$ cat src/sv/brl_pkg.sv
// brl_pkg: shared constants and types of the bresenham line rasterizer
// no dependencies; imported by every rtl module and the checker

package brl_pkg;

    // command codes on the input channel
    localparam logic CMD_START = 1'b0;
    localparam logic CMD_STEP  = 1'b1;

    // pixel color width
    localparam int COLOR_BITS = 16;

    // depth of the queue between front and back, power of two
    localparam int QUEUE_DEPTH = 4;

    // queue status seen by the front and the back
    typedef struct packed {
        logic empty;
        logic full;
    } t_q_status;

endpackage

$ cat src/sv/bresenham_line_rasterizer.sv
// bresenham_line_rasterizer: one item a cycle in while o_stall is low, one pixel
// a cycle out while i_stall is low. a step transfer is written into the queue
// and popped from it into the output register; the queue holds up to four.
// reset (synchronous, active low) drops any line, empties the queue and the
// output register; o_stall is high during reset and the first cycle after it.

module bresenham_line_rasterizer import brl_pkg::*; #(
    parameter int COORD_BITS = 12
) (
    input  logic                         i_clk,
    input  logic                         i_rst_n,
    input  logic                         i_valid,
    output logic                         o_stall,
    input  logic                         i_command,
    input  logic signed [COORD_BITS-1:0] i_x_start,
    input  logic signed [COORD_BITS-1:0] i_y_start,
    input  logic signed [COORD_BITS-1:0] i_x_end,
    input  logic signed [COORD_BITS-1:0] i_y_end,
    input  logic [COLOR_BITS-1:0]        i_line_color_in,
    output logic                         o_valid,
    input  logic                         i_stall,
    output logic signed [COORD_BITS-1:0] o_pixel_x,
    output logic signed [COORD_BITS-1:0] o_pixel_y,
    output logic [COLOR_BITS-1:0]        o_pixel_color,
    output logic                         o_last_pixel
);

    localparam int ENTRY_BITS = 4 * COORD_BITS + 4 + COLOR_BITS;

    logic                  push;
    logic                  pop;
    logic [ENTRY_BITS-1:0] front_entry;
    logic [ENTRY_BITS-1:0] back_entry;
    t_q_status             q_status;

    // classify and set up lines
    brl_front #(
        .COORD_BITS (COORD_BITS),
        .ENTRY_BITS (ENTRY_BITS)
    ) u_front (
        .i_clk           (i_clk),
        .i_rst_n         (i_rst_n),
        .i_valid         (i_valid),
        .o_stall         (o_stall),
        .i_command       (i_command),
        .i_x_start       (i_x_start),
        .i_y_start       (i_y_start),
        .i_x_end         (i_x_end),
        .i_y_end         (i_y_end),
        .i_line_color_in (i_line_color_in),
        .i_q_status      (q_status),
        .o_push          (push),
        .o_entry         (front_entry)
    );

    // decoupling queue
    brl_queue #(
        .WIDTH (ENTRY_BITS)
    ) u_queue (
        .i_clk    (i_clk),
        .i_rst_n  (i_rst_n),
        .i_push   (push),
        .i_data   (front_entry),
        .i_pop    (pop),
        .o_data   (back_entry),
        .o_status (q_status)
    );

    // walk lines and emit pixels
    brl_back #(
        .COORD_BITS (COORD_BITS),
        .ENTRY_BITS (ENTRY_BITS)
    ) u_back (
        .i_clk         (i_clk),
        .i_rst_n       (i_rst_n),
        .i_entry       (back_entry),
        .i_q_status    (q_status),
        .o_pop         (pop),
        .o_valid       (o_valid),
        .i_stall       (i_stall),
        .o_pixel_x     (o_pixel_x),
        .o_pixel_y     (o_pixel_y),
        .o_pixel_color (o_pixel_color),
        .o_last_pixel  (o_last_pixel)
    );

endmodule

$ cat src/sv/brl_front.sv
// brl_front: accepts input transfers and classifies them; for a start it works out
// absolute deltas, step directions and the major axis. depends on brl_pkg

module brl_front import brl_pkg::*; #(
    parameter int COORD_BITS = 12,
    parameter int ENTRY_BITS = 4 * COORD_BITS + 4 + COLOR_BITS
) (
    input  logic                         i_clk,
    input  logic                         i_rst_n,
    input  logic                         i_valid,
    output logic                         o_stall,
    input  logic                         i_command,
    input  logic signed [COORD_BITS-1:0] i_x_start,
    input  logic signed [COORD_BITS-1:0] i_y_start,
    input  logic signed [COORD_BITS-1:0] i_x_end,
    input  logic signed [COORD_BITS-1:0] i_y_end,
    input  logic [COLOR_BITS-1:0]        i_line_color_in,
    input  t_q_status                    i_q_status,
    output logic                         o_push,
    output logic [ENTRY_BITS-1:0]        o_entry
);

    logic signed [COORD_BITS:0] diff_x;
    logic signed [COORD_BITS:0] diff_y;
    logic                       x_neg;
    logic                       y_neg;
    logic [COORD_BITS:0]        mag_x;
    logic [COORD_BITS:0]        mag_y;
    logic [COORD_BITS-1:0]      delta_x;
    logic [COORD_BITS-1:0]      delta_y;
    logic                       x_major;
    logic                       r_rst_seen;

    // hold off the sender during reset
    always_ff @(posedge i_clk) begin
        r_rst_seen <= i_rst_n;
    end

    // handshake into the queue
    assign o_stall = i_q_status.full || !r_rst_seen;
    assign o_push  = i_valid && !o_stall;

    // signed differences end minus start
    assign diff_x = {i_x_end[COORD_BITS-1], i_x_end} - {i_x_start[COORD_BITS-1], i_x_start};
    assign diff_y = {i_y_end[COORD_BITS-1], i_y_end} - {i_y_start[COORD_BITS-1], i_y_start};
    assign x_neg  = diff_x[COORD_BITS];
    assign y_neg  = diff_y[COORD_BITS];

    // absolute deltas fit in the coordinate width as unsigned
    assign mag_x   = x_neg ? (~diff_x + 1'b1) : diff_x;
    assign mag_y   = y_neg ? (~diff_y + 1'b1) : diff_y;
    assign delta_x = mag_x[COORD_BITS-1:0];
    assign delta_y = mag_y[COORD_BITS-1:0];

    // equal deltas keep x as the major axis
    assign x_major = (delta_x >= delta_y);

    // queue entry layout, unpacked the same way in the back
    assign o_entry = {i_command, x_neg, y_neg, x_major,
                      i_x_start, i_y_start, delta_x, delta_y, i_line_color_in};

endmodule

$ cat src/sv/brl_queue.sv
// brl_queue: short register queue decoupling the front from the back
// depends on brl_pkg for the status struct and depth

module brl_queue import brl_pkg::*; #(
    parameter int WIDTH = 68
) (
    input  logic             i_clk,
    input  logic             i_rst_n,
    input  logic             i_push,
    input  logic [WIDTH-1:0] i_data,
    input  logic             i_pop,
    output logic [WIDTH-1:0] o_data,
    output t_q_status        o_status
);

    localparam int PW = $clog2(QUEUE_DEPTH);
    localparam int CW = PW + 1;
    localparam logic [CW-1:0] FULL_COUNT = CW'(QUEUE_DEPTH);

    logic [WIDTH-1:0] r_mem [QUEUE_DEPTH];
    logic [PW-1:0]    r_wr_ptr;
    logic [PW-1:0]    r_rd_ptr;
    logic [CW-1:0]    r_count;
    logic [CW-1:0]    n_count;

    assign o_status.empty = (r_count == '0);
    assign o_status.full  = (r_count == FULL_COUNT);
    assign o_data         = r_mem[r_rd_ptr];

    // occupancy after this cycle's push and pop
    always_comb begin
        n_count = r_count;
        if (i_push && !i_pop) begin
            n_count = r_count + 1'b1;
        end else if (!i_push && i_pop) begin
            n_count = r_count - 1'b1;
        end
    end

    // pointers and count
    always_ff @(posedge i_clk) begin
        if (!i_rst_n) begin
            r_wr_ptr <= '0;
            r_rd_ptr <= '0;
            r_count  <= '0;
        end else begin
            r_count <= n_count;
            if (i_push) begin
                r_wr_ptr <= r_wr_ptr + 1'b1;
            end
            if (i_pop) begin
                r_rd_ptr <= r_rd_ptr + 1'b1;
            end
        end
    end

    // entry storage
    always_ff @(posedge i_clk) begin
        if (i_push) begin
            r_mem[r_wr_ptr] <= i_data;
        end
    end

endmodule

$ cat src/sv/brl_back.sv
// brl_back: line walker; loads a line on start, emits one pixel per step into
// the output register and advances the decision term. depends on brl_pkg

module brl_back import brl_pkg::*; #(
    parameter int COORD_BITS = 12,
    parameter int ENTRY_BITS = 4 * COORD_BITS + 4 + COLOR_BITS
) (
    input  logic                         i_clk,
    input  logic                         i_rst_n,
    input  logic [ENTRY_BITS-1:0]        i_entry,
    input  t_q_status                    i_q_status,
    output logic                         o_pop,
    output logic                         o_valid,
    input  logic                         i_stall,
    output logic signed [COORD_BITS-1:0] o_pixel_x,
    output logic signed [COORD_BITS-1:0] o_pixel_y,
    output logic [COLOR_BITS-1:0]        o_pixel_color,
    output logic                         o_last_pixel
);

    localparam int DW = COORD_BITS + 2;
    localparam int LW = COORD_BITS + 1;

    // unpacked queue entry
    logic                  e_cmd;
    logic                  e_x_neg;
    logic                  e_y_neg;
    logic                  e_x_major;
    logic [COORD_BITS-1:0] e_x_start;
    logic [COORD_BITS-1:0] e_y_start;
    logic [COORD_BITS-1:0] e_delta_x;
    logic [COORD_BITS-1:0] e_delta_y;
    logic [COLOR_BITS-1:0] e_color;

    // line state
    logic                  r_active;
    logic [COORD_BITS-1:0] r_cur_x;
    logic [COORD_BITS-1:0] r_cur_y;
    logic [DW-1:0]         r_decision;
    logic [DW-1:0]         r_inc_straight;
    logic [DW-1:0]         r_inc_diag;
    logic                  r_x_neg;
    logic                  r_y_neg;
    logic                  r_x_major;
    logic [LW-1:0]         r_left;
    logic [COLOR_BITS-1:0] r_color;

    // output register
    logic                  r_out_valid;
    logic [COORD_BITS-1:0] r_out_x;
    logic [COORD_BITS-1:0] r_out_y;
    logic [COLOR_BITS-1:0] r_out_color;
    logic                  r_out_last;

    logic                  is_start;
    logic                  emit;
    logic                  out_free;
    logic [COORD_BITS-1:0] major;
    logic [COORD_BITS-1:0] minor;
    logic [DW-1:0]         init_decision;
    logic [DW-1:0]         init_inc_diag;
    logic                  minor_move;
    logic                  last;
    logic [COORD_BITS-1:0] n_cur_x;
    logic [COORD_BITS-1:0] n_cur_y;
    logic [DW-1:0]         n_decision;

    assign {e_cmd, e_x_neg, e_y_neg, e_x_major,
            e_x_start, e_y_start, e_delta_x, e_delta_y, e_color} = i_entry;

    // pop control: a step on an active line needs room in the output register
    assign is_start = (e_cmd == CMD_START);
    assign out_free = !r_out_valid || !i_stall;
    assign o_pop    = !i_q_status.empty && (is_start || !r_active || out_free);
    assign emit     = o_pop && !is_start && r_active;

    // line setup from the entry
    assign major         = e_x_major ? e_delta_x : e_delta_y;
    assign minor         = e_x_major ? e_delta_y : e_delta_x;
    assign init_decision = {1'b0, minor, 1'b0} - {2'b00, major};
    assign init_inc_diag = {1'b0, minor, 1'b0} - {1'b0, major, 1'b0};

    // one bresenham step
    assign minor_move = !r_decision[DW-1];
    assign last       = (r_left[LW-1:1] == '0);
    assign n_decision = r_decision + (minor_move ? r_inc_diag : r_inc_straight);
    assign n_cur_x    = (r_x_major || minor_move)
                      ? r_cur_x + (r_x_neg ? {COORD_BITS{1'b1}} : COORD_BITS'(1)) : r_cur_x;
    assign n_cur_y    = (!r_x_major || minor_move)
                      ? r_cur_y + (r_y_neg ? {COORD_BITS{1'b1}} : COORD_BITS'(1)) : r_cur_y;

    // control state
    always_ff @(posedge i_clk) begin
        if (!i_rst_n) begin
            r_active    <= 1'b0;
            r_out_valid <= 1'b0;
        end else begin
            if (r_out_valid && !i_stall) begin
                r_out_valid <= 1'b0;
            end
            if (o_pop && is_start) begin
                r_active <= 1'b1;
            end else if (emit) begin
                r_out_valid <= 1'b1;
                if (last) begin
                    r_active <= 1'b0;
                end
            end
        end
    end

    // line datapath
    always_ff @(posedge i_clk) begin
        if (o_pop && is_start) begin
            r_cur_x        <= e_x_start;
            r_cur_y        <= e_y_start;
            r_decision     <= init_decision;
            r_inc_straight <= {1'b0, minor, 1'b0};
            r_inc_diag     <= init_inc_diag;
            r_x_neg        <= e_x_neg;
            r_y_neg        <= e_y_neg;
            r_x_major      <= e_x_major;
            r_left         <= {1'b0, major} + 1'b1;
            r_color        <= e_color;
        end else if (emit) begin
            r_cur_x    <= n_cur_x;
            r_cur_y    <= n_cur_y;
            r_decision <= n_decision;
            r_left     <= last ? '0 : r_left - 1'b1;
        end
    end

    // pixel payload
    always_ff @(posedge i_clk) begin
        if (emit) begin
            r_out_x     <= r_cur_x;
            r_out_y     <= r_cur_y;
            r_out_color <= r_color;
            r_out_last  <= last;
        end
    end

    assign o_valid       = r_out_valid;
    assign o_pixel_x     = r_out_x;
    assign o_pixel_y     = r_out_y;
    assign o_pixel_color = r_out_color;
    assign o_last_pixel  = r_out_last;

endmodule

$ cat config.mk
export PLATFORM = sky130hd
export DESIGN_NAME = bresenham_line_rasterizer
export DESIGN_NICKNAME = d
export VERILOG_FILES = /design/src/sv/brl_pkg.sv /design/src/sv/bresenham_line_rasterizer.sv /design/src/sv/brl_front.sv /design/src/sv/brl_queue.sv /design/src/sv/brl_back.sv
export SDC_FILE = /design/constraint.sdc
export NUM_CORES = 1
export LEC_CHECK = 0
export ABC_CLOCK_PERIOD_IN_PS = 5100
export BUFFER_PORTS_ARGS = -buffer_cell sky130_fd_sc_hd__buf_4
export CORE_MARGIN = 1.5
export CORE_UTILIZATION = 55
export CTS_BUF_LIST = sky130_fd_sc_hd__clkbuf_16
export CTS_CLUSTER_DIAMETER = 50
export CTS_CLUSTER_SIZE = 12
export DETAILED_ROUTE_END_ITERATION = 12
export GPL_TIMING_DRIVEN = 0
export PLACE_DENSITY = 0.81
export SKIP_CTS_REPAIR_TIMING = 1
export SLEW_MARGIN = 30
export SYNTH_ARGS = -nofsm -noshare
export SYNTH_HDL_FRONTEND = slang
export SYNTH_SLANG_ARGS = --single-unit
$ cat constraint.sdc
create_clock -name i_clk -period 5.1 [get_ports i_clk]
set_input_delay 0.51 -clock i_clk [delete_from_list [all_inputs] [get_ports i_clk]]
set_output_delay 0.51 -clock i_clk [all_outputs]
set_load 0.05 [all_outputs]
**Yosys cells after proc, flatten, opt, wreduce, memory -nomap -nowiden**

Memory sizes are Yosys's and may differ from the RTL's. A register that Yosys moved wholly into a read port is not among the register bits.
Index checks and enable logic that the tools add are counted.

- Bits in latches: 0
- Input port bits: 69
- Logic and storage cells: 105
- Bits in read-only memories: 0
- Bits in writable memories: 272
- Output and inout bits: 43
- Memories: 1
- Register bits after elaboration: 147

- $add $sub $neg: 15
- Mux-type cells: 30
- $mul: 0
- Div/mod/pow operators: 0
- Bitwise gates (word level): 3
- Magnitude comparators: 1
- Reductions and logical operators: 34
- Equality and inequality tests: 1
- Shift-type cells: 0

Memory list:

| name | depth | bits a word | read ports | clocked after memory_dff | wr ports | RTL line | RTL |
|---|---|---|---|---|---|---|---|
| u_queue.r_mem | 4 | 68 | 1 | 1 | 1 | brl_queue.sv:20 | `logic [WIDTH-1:0] r_mem [QUEUE_DEPTH];` |

Operators by type and width:

| operator | count |
|---|---|
| $mux W12 | 12 |
| $mux W14 | 3 |
| $mux W13 | 3 |
| $sub A12 B12 Y13 | 2 |
| $add A12 B1 Y12 const B | 2 |
| $add A12 B12 Y12 | 2 |
| $not A12 Y12 | 2 |
| $add A14 B14 Y14 | 1 |
| $sub A13 B12 Y14 | 1 |
| $sub A13 B13 Y14 | 1 |
| $add A12 B1 Y13 const B | 1 |
| $sub A13 B1 Y13 const B | 1 |
| $ge A12 B12 Y1 | 1 |
| $logic_not A12 Y1 | 1 |
| $logic_not A1 Y1 | 10 |
| $reduce_bool A2 Y1 | 5 |
| $logic_and A1 B1 Y1 | 8 |
| $mux W1 | 8 |
| $logic_or A1 B1 Y1 | 6 |
| $mux W3 | 2 |
| $reduce_and A2 Y1 | 3 |
| $add A2 B1 Y2 const B | 2 |
| $mux W2 | 2 |
| $add A3 B1 Y3 const B | 1 |
| other kinds (4) | 4 |

**Longest topological paths before layout**

Gate-level depths: netlist (run 1).

- Depth in word-level cells: 8
- Gate-level depth with buffers: 25
- Mapped depth without buffers: 25

**Cells and area by module**

From an unflattened synthesis (run 1), not the netlist that was laid out.

- Cells, all modules: 1409
- Area total of the unflattened synthesis: 20624.8 sq um

Modules (own cells, without submodules):

| module | cells an instance | instances | seq. area each (sq um) | area each (sq um) |
|---|---|---|---|---|
| brl_queue | 399 | 1 | 8348.0 | 10281.1 |
| brl_back | 686 | 1 | 4093.9 | 7975.1 |
| brl_front | 324 | 1 | 20.0 | 2368.5 |

**Least setup slack after synthesis (run 1)**

Ideal clock, no wire load.

- Path kind: input to register
- Start point: input port i_x_end[0]
- End point: memory u_queue.r_mem[0][64] (data pin)
- Cell stages on the path: 25
- Arrival time: 4.134 ns
- Setup time: 0.286 ns
- Required time: 4.814 ns
- Path buffers: 0
- Setup slack: 0.680 ns
- Cells stage by stage: inv_1 ha_1 inv_1 fa_1 a21o_1 a21oi_1 nand2b_1 a21o_1 a211oi_1 o21a_1 o21a_1 o22a_1 inv_1 nand2_1 o21ai_0 ha_1 a21o_1 a21oi_1 nor2b_1 o21ai_0 nand2b_1 a21oi_1 o21ai_0 a31oi_1 o21ai_0

- Elaborated cells between the ends (all ways): 5
- Classes of those cells: add/sub: 2; order compare: 1; mux: 1; bitwise: 1

RTL lines:

| item | RTL line | RTL |
|---|---|---|
| from (decl) | bresenham_line_rasterizer.sv:17 | `input logic signed [COORD_BITS-1:0] i_x_end,` |
| $sub A12 B12 Y13 | brl_front.sv:44 | `assign diff_x = {i_x_end[COORD_BITS-1], i_x_end} - {i_x_start[COORD_BITS-1], i_x_start};` |
| named net front_entry[66] | bresenham_line_rasterizer.sv:32 | `logic [ENTRY_BITS-1:0] front_entry;` |
| $mux W12 | brl_front.sv:50 | `assign mag_x = x_neg ? (~diff_x + 1'b1) : diff_x;` |
| named net front_entry[29] | bresenham_line_rasterizer.sv:32 |  |
| $ge A12 B12 Y1 | brl_front.sv:56 | `assign x_major = (delta_x >= delta_y);` |
| named net front_entry[64] | bresenham_line_rasterizer.sv:32 |  |
| to (decl) | brl_queue.sv:20 |  |

The timed path passes the listed nets, and every way through them passes these cells.

**Final worst setup path (run 1)**

Ends and elaborated chain as after synthesis.

==> results of run 1 <==
area by class of cell:
| class | count | area, sq um |
|---|---|---|
| Timing Repair Buffer | 118 | 1002 |
| Sequential cell | 419 | 12460 |
| Clock buffer | 46 | 1151 |
| Inverter | 86 | 325.3 |
| Multi-Input combinational cell | 813 | 7014 |
| Tap cell | 461 | 576.8 |
| Fill cell | 2513 | 12780 |
| Clock inverter | 27 | 193.9 |
| Buffer | 30 | 153.9 |
registers in the layout (all words and copies together) (netlist names), 2 cells and up, named ones only:
register and cells:
u_back.r_left 13, u_queue.r_wr_ptr 2, u_back.r_cur_y 12, u_back.r_color 16, u_back.o_pixel_y 12, u_back.r_decision 13, u_back.r_inc_straight 12, u_back.o_pixel_x 12
u_back.r_inc_diag 13, u_back.o_pixel_color 16, u_queue.r_mem 272, u_back.r_cur_x 12, u_queue.r_count 3, u_queue.r_rd_ptr 2
cells in the mapped netlist (13+ instances only):
cell,count,area [sq um]
a21boi_0,17,127.6
a21oi_1,58,290.3
and2_1,14,87.58
clkbuf_1,13,48.80
edfxtp_1,407,12220
ha_1,100,1251
inv_1,86,322.8
mux2_2,21,236.5
mux2i_1,16,160.2
mux4_2,68,1531
nand2_1,61,229.0
nand3_1,19,95.09
nor2_1,97,364.1
nor2b_1,20,125.1
nor3_1,22,110.1
o21ai_0,54,270.3
xnor2_1,65,569.3
xor2_1,41,359.1
cell families (layout without fill, tap and decap cells):
family	Yosys count	in the layout	share of synthesized area [%]
DFF	419	419	62.52
and+or+nand+nor	277	277	6.642
AOI/OAI and AO/OA	216	216	6.943
buffers and inverters	117	307	2.404
adders and majority gates	108	108	7.081
xor gates and xnor gates	106	106	4.658
muxes	106	106	9.749
worst max path at each step:
stage / cells after the start / from / end / slack (ns)
2_1_floorplan: 25 / i_x_end[0] / u_queue.r_mem[0][64] / 0.68
3_3_place_gp: 23 / i_y_start[0] / u_queue.r_mem[0][64] / -0.31
3_5_place_dp: 23 / i_y_start[0] / u_queue.r_mem[0][64] / -0.46
4_1_cts: 23 / i_y_start[0] / u_queue.r_mem[2][64] / 0.09
5_1_grt: 26 / i_x_end[0] / u_queue.r_mem[3][64] / 0.02
6_report: 26 / i_x_end[0] / u_queue.r_mem[0][64] / 0.35
power groups by stage:
stage / combinational, mW / sequential [mW] / clock, mW
2_1_floorplan: 5.09 / 5.40 / 0
3_3_place_gp: 6.52 / 5.33 / 0
3_5_place_dp: 6.86 / 5.33 / 0
4_1_cts: 6.92 / 5.26 / 3.07
5_1_grt: 7.70 / 5.32 / 3.18
6_report: 6.94 / 5.26 / 3.01
per-layer routing:
metal	track usage (%)	share of wire (%)	up-vias	wire length, microns
li1	-	-	5448	-
met1	30.81	42	5819	17720
met2	38.61	49	403	20620
met3	3.992	6.6	78	2802
met4	8.661	2.8	0	1185
met5	0	0	-	0
layout by cell type, fill, tap and decap left out, drive strengths merged, types with 11 or more instances in the layout:
cell type and instances:
edfxtp 407, buf 135, ha 100, inv 99
nor2 97, mux4 68, xnor2 65, nand2 61
a21oi 59, clkbuf 59, o21ai 56, xor2 41
nor3 22, mux2 22, nor2b 21, nand3 19
a21boi 18, mux2i 16, and2 14, a21o 12
nand2b 12, o21a 12, dfxtp 12, o31ai 11
clkinv 11
through the flow:
step	cell area, sq um	worst slack (ns)	instances	TNS, ns	total power, mW
global route	22880	0.02500	2000	0	16.21
CTS	22880	0.09323	2001	0	15.25
global placement	21340	-0.3076	1921	-1.323	11.85
floorplan	19930	0.6802	1349	0	10.49
finish	22880	0.3475	2000	0	15.21
detailed placement	21530	-0.4635	1928	-1.854	12.19
==> results.py, run 1 <==
metrics = {
    "run_status": {
        "status": "finished with violations",
        "violations": "DRC",
    },
    "timing": {
        "setup_viol": 0,
        "maxSlewViolCount": 0,
        "timing.hold.ws_ns": 0.1477,
        "min_period_ns": 4.752,
        "worst_pin_slew_ns": 0.7791,
        "clock.fmax_ghz": 0.2104,
        "hold_viol": 0,
        "finClkSkew_ns": 0.01874,
        "rsz0062_at_grt": "no",
        "period_share_pct": 93.19,
        "slew_headroom_pct": 48.06,
    },
    "global_routing": {
        "antenna_found_initial": 0,
        "grt_pass1_vias": 12170,
        "grt_usage_pct": 23.17,
        "overflow": 0,
        "grt_pass1_wl_mm": 66.67,
        "grt_max_degree": 42,
    },
    "job": {
        "drv_cap": 0,
    },
    "hold_path": {
        "hold_path.class": "in -> reg",
        "min-delay-start": "i_line_color_in[11]",
        "hold_end": "u_queue.r_mem[0][11]",
        "hold_path_depth": 1,
    },
    "logic_synthesis": {
        "yosys_warnings": 0,
        "yosysSeqAreaShare_pct": 62.52,
        "synth-edff-count": 407,
        "syn_avg_cell_area_sq_um": 14.78,
        "synth_cells": 1349,
        "synth-main-ff-cell": "edfxtp_1",
        "syn_nets": 1526,
        "ys_ff_latch": 419,
        "yosys.cell_types.count": 65,
        "ys_async_sr_fraction_pct": 0,
        "syn_area_sq_um": 19930,
    },
    "critical_path": {
        "cp.buffers_inverters": 4,
        "cp_slowest_cell": "fa_1",
        "max_stage_delay_ns": 0.40,
        "r2r_slack_ns": 0.60,
        "reg2reg_depth": 16,
        "required_ns": 5.34,
        "crit_family": "compound AO/OA/AOI/OAI gates",
        "cp_max_fo": 11,
        "arrival_ns": 4.99,
        "timing.rr.end": "u_back.r_decision[12]",
        "start_kind": "input pin",
        "end_kind": "flop",
        "timing_worst_setup_path_type": "in -> reg",
    },
    "cts": {
        "cts_tree": "done",
        "cts.sinks": 419,
        "clkLatencyLatePin_ns": 0.57,
        "cts_root_buf": "clkbuf_16",
        "clk_pin_slew_ns": 0.06,
        "clockBufferDepth": 3,
        "numCtsBuffers": 45,
        "htreeDepth": 2,
    },
    "detailed_routing": {
        "viasPerCell": 5.874,
        "drcViolationCount": 6,
        "final_antenna_net_count": 0,
        "wl_per_cell_microns": 21.16,
        "drtPass1Iterations": 11,
        "drtIter0Drc": 842,
        "drt-total-wl_mm": 42.33,
        "vias": 11750,
    },
    "finish": {
        "diodes": 0,
        "post-route-util_pct": 64.17,
        "nets": 1690,
        "syn_to_final_growth_pct": 14.79,
        "drive_gt1_share_pct": 19.62,
    },
    "pwr": {
        "p_clk_share_pct": 19.8,
        "power_density_nw_per_um2": 664.8,
        "power.leakage_nw": 8.347,
        "swShare_pct": 36.70,
        "p_sw_mw": 5.583,
        "pwr-share-seq_pct": 34.6,
        "p_int_mw": 9.628,
        "combPwrFrac_pct": 45.6,
        "vdd_drop_max_mv": 0.3497,
    },
    "floorplan": {
        "start_util_pct": 55.90,
        "die_width_microns": 193.4,
        "rows": 69,
        "die_area_sq_um": 37390,
        "die_height_microns": 193.4,
        "core_sq_um": 35660,
        "ios": 112,
    },
    "placed_design": {
        "dpl.hpwl_mm": 29.58,
        "portBuffers": 111,
        "place_congestion": 0.8680,
    },
}
(Power assumes the default switching activity.)
==> inputs of run 2 (changes only) <==
--- a/config.mk
+++ b/config.mk
@@ -15,6 +15,7 @@
 export DETAILED_ROUTE_END_ITERATION = 12
 export GPL_TIMING_DRIVEN = 0
 export PLACE_DENSITY = 0.81
+export SETUP_SLACK_MARGIN = 0.4
 export SKIP_CTS_REPAIR_TIMING = 1
 export SLEW_MARGIN = 30
 export SYNTH_ARGS = -nofsm -noshare
==> run 2 against run 1 <==
  * The flow still finishes with violations (DRC)
  * Wire length up 0.28%
  * Non-clock buffer count up 3
  * Flip-flop and latch count unchanged
  * Die area unchanged
  * Sequential power about the same
  * Worst hold slack better by 0.0020 ns
  * Maximum frequency up 7.5%
  * First-iteration DRC count down 0.59%
  * Final area up 0.34%
  * Critical path type unchanged
==> results.py, run 2 (synthesized netlist as in run 1, its figures left out) <==
metrics = {
    "run_status": {
        "status": "finished with violations",
        "violations": "DRC",
    },
    "floorplan": {
        "start_util_pct": 55.90,
        "die_height_microns": 193.4,
        "die_width_microns": 193.4,
        "die_area_sq_um": 37390,
        "ios": 112,
        "rows": 69,
        "core_sq_um": 35660,
    },
    "finish": {
        "final_common_cell": "edfxtp_1",
        "fin_area_sq_um": 22960,
        "layout_common_cells": "407 x edfxtp_1, 115 x buf_4, 100 x ha_1",
        "post-route-util_pct": 64.39,
        "largest-register": "u_queue.r_mem",
        "nets": 1693,
        "drive_gt1_share_pct": 20.43,
        "fillers": 2495,
        "largest_reg_flops": 272,
        "syn_to_final_growth_pct": 15.18,
        "diodes": 0,
    },
    "placed_design": {
        "place_congestion": 0.8680,
        "dpl.hpwl_mm": 29.58,
        "portBuffers": 111,
        "dpl-instance-area_sq_um": 21530,
    },
    "critical_path": {
        "start_kind": "input pin",
        "timing.rr.end": "u_back.r_decision[12]",
        "required_ns": 5.38,
        "r2r_slack_ns": 0.78,
        "cp_slowest_cell": "fa_1",
        "crit_top_cell": "a21o_1",
        "reg2reg_depth": 18,
        "critPathLaunch": "i_x_end[0]",
        "end_kind": "flop",
        "timing_worst_setup_path_type": "in -> reg",
        "arrival_ns": 4.70,
        "cp_max_fo": 11,
        "max_stage_delay_ns": 0.40,
    },
    "timing": {
        "rsz0062_at_grt": "no",
        "slew_headroom_pct": 47.58,
        "worst_pin_slew_ns": 0.7863,
        "maxSlewViolCount": 0,
        "min_period_ns": 4.420,
        "timing.hold.ws_ns": 0.1496,
        "hold_viol": 0,
        "clock.fmax_ghz": 0.2263,
        "period_share_pct": 86.66,
        "setup_viol": 0,
        "finClkSkew_ns": 0.02137,
    },
    "pwr": {
        "power.leakage_nw": 8.377,
        "power_density_nw_per_um2": 665.3,
        "vdd_drop_max_mv": 0.3477,
    },
    "global_routing": {
        "grt_usage_pct": 23.17,
        "overflow": 0,
        "grt_pass1_wl_mm": 66.67,
        "grt_pass1_vias": 12170,
        "grt_max_degree": 42,
        "antenna_found_initial": 0,
    },
    "hold_path": {
        "hold_path_depth": 1,
        "hold_path.class": "in -> reg",
        "min-delay-start": "i_line_color_in[7]",
        "hold_end": "u_queue.r_mem[2][7]",
    },
    "cts": {
        "clockBufferDepth": 3,
        "cts.sinks": 419,
        "cts_tree": "done",
        "htreeDepth": 2,
        "numCtsBuffers": 45,
        "cts_root_buf": "clkbuf_16",
        "clkLatencyLatePin_ns": 0.57,
        "clk_pin_slew_ns": 0.06,
    },
    "detailed_routing": {
        "drtPass1Iterations": 11,
        "final_antenna_net_count": 0,
        "drtIter0Drc": 837,
        "drt-total-wl_mm": 42.45,
        "drcViolationCount": 6,
        "vias": 11780,
        "viasPerCell": 5.883,
        "wl_per_cell_microns": 21.19,
    },
    "job": {
        "drv_cap": 0,
    },
}
run 2: worst max path at each step:
stage                                 end  slack (ns)  cells after the start
CTS                  u_queue.r_mem[2][64]        0.09                     23
global placement     u_queue.r_mem[0][64]       -0.31                     23
detailed placement   u_queue.r_mem[0][64]       -0.46                     23
finish               u_queue.r_mem[0][64]        0.68                     26
floorplan            u_queue.r_mem[0][64]        0.68                     25
global route        u_back.r_decision[12]        0.42                     18
run 2: layer usage:
metal  GRT usage (%)  up-vias  part of all wire, %
met5               0        -                    0
met4           8.661        0                  2.7
met3           3.992       76                  6.5
met2           38.61      387                   49
met1           30.81     5861                   42
li1                -     5460                    -
run 2: critical path, delay by kind of cell:
kind / cells / cell delay [ns]
compound gates: 15 / 2.59
fa+ha+maj: 3 / 0.84
simple gates: 4 / 0.40
buf+inv: 4 / 0.38
run 2: area by class of cell:
type | count | area (sq um) | share of cell area (%)
flip-flops and latches | 419 | 12460 | 54.28
repair buffers | 120 | 1017 | 4.431
inverters | 86 | 325.3 | 1.417
plain buffers | 31 | 158.9 | 0.6922
clock inverters | 27 | 193.9 | 0.8448
well taps | 461 | 576.8 | 2.513
multi-input cells | 813 | 7072 | 30.80
clock buffers | 46 | 1151 | 5.014
run 2: power by group:
group / internal [mW] / switching, mW
combinational: 2.97 / 4.03
clock: 1.73 / 1.29
sequential: 4.96 / 0.295
run 2: per-stage QoR:
stage / cells / power (mW) / setup WS, ns / setup TNS, ns
floorplan: 1349 / 10.49 / 0.6802 / 0
global placement: 1921 / 11.85 / -0.3076 / -1.323
detailed placement: 1928 / 12.19 / -0.4635 / -1.854
CTS: 2001 / 15.25 / 0.09323 / 0
global route: 2003 / 16.27 / 0.4185 / 0
finish: 2003 / 15.27 / 0.6804 / 0
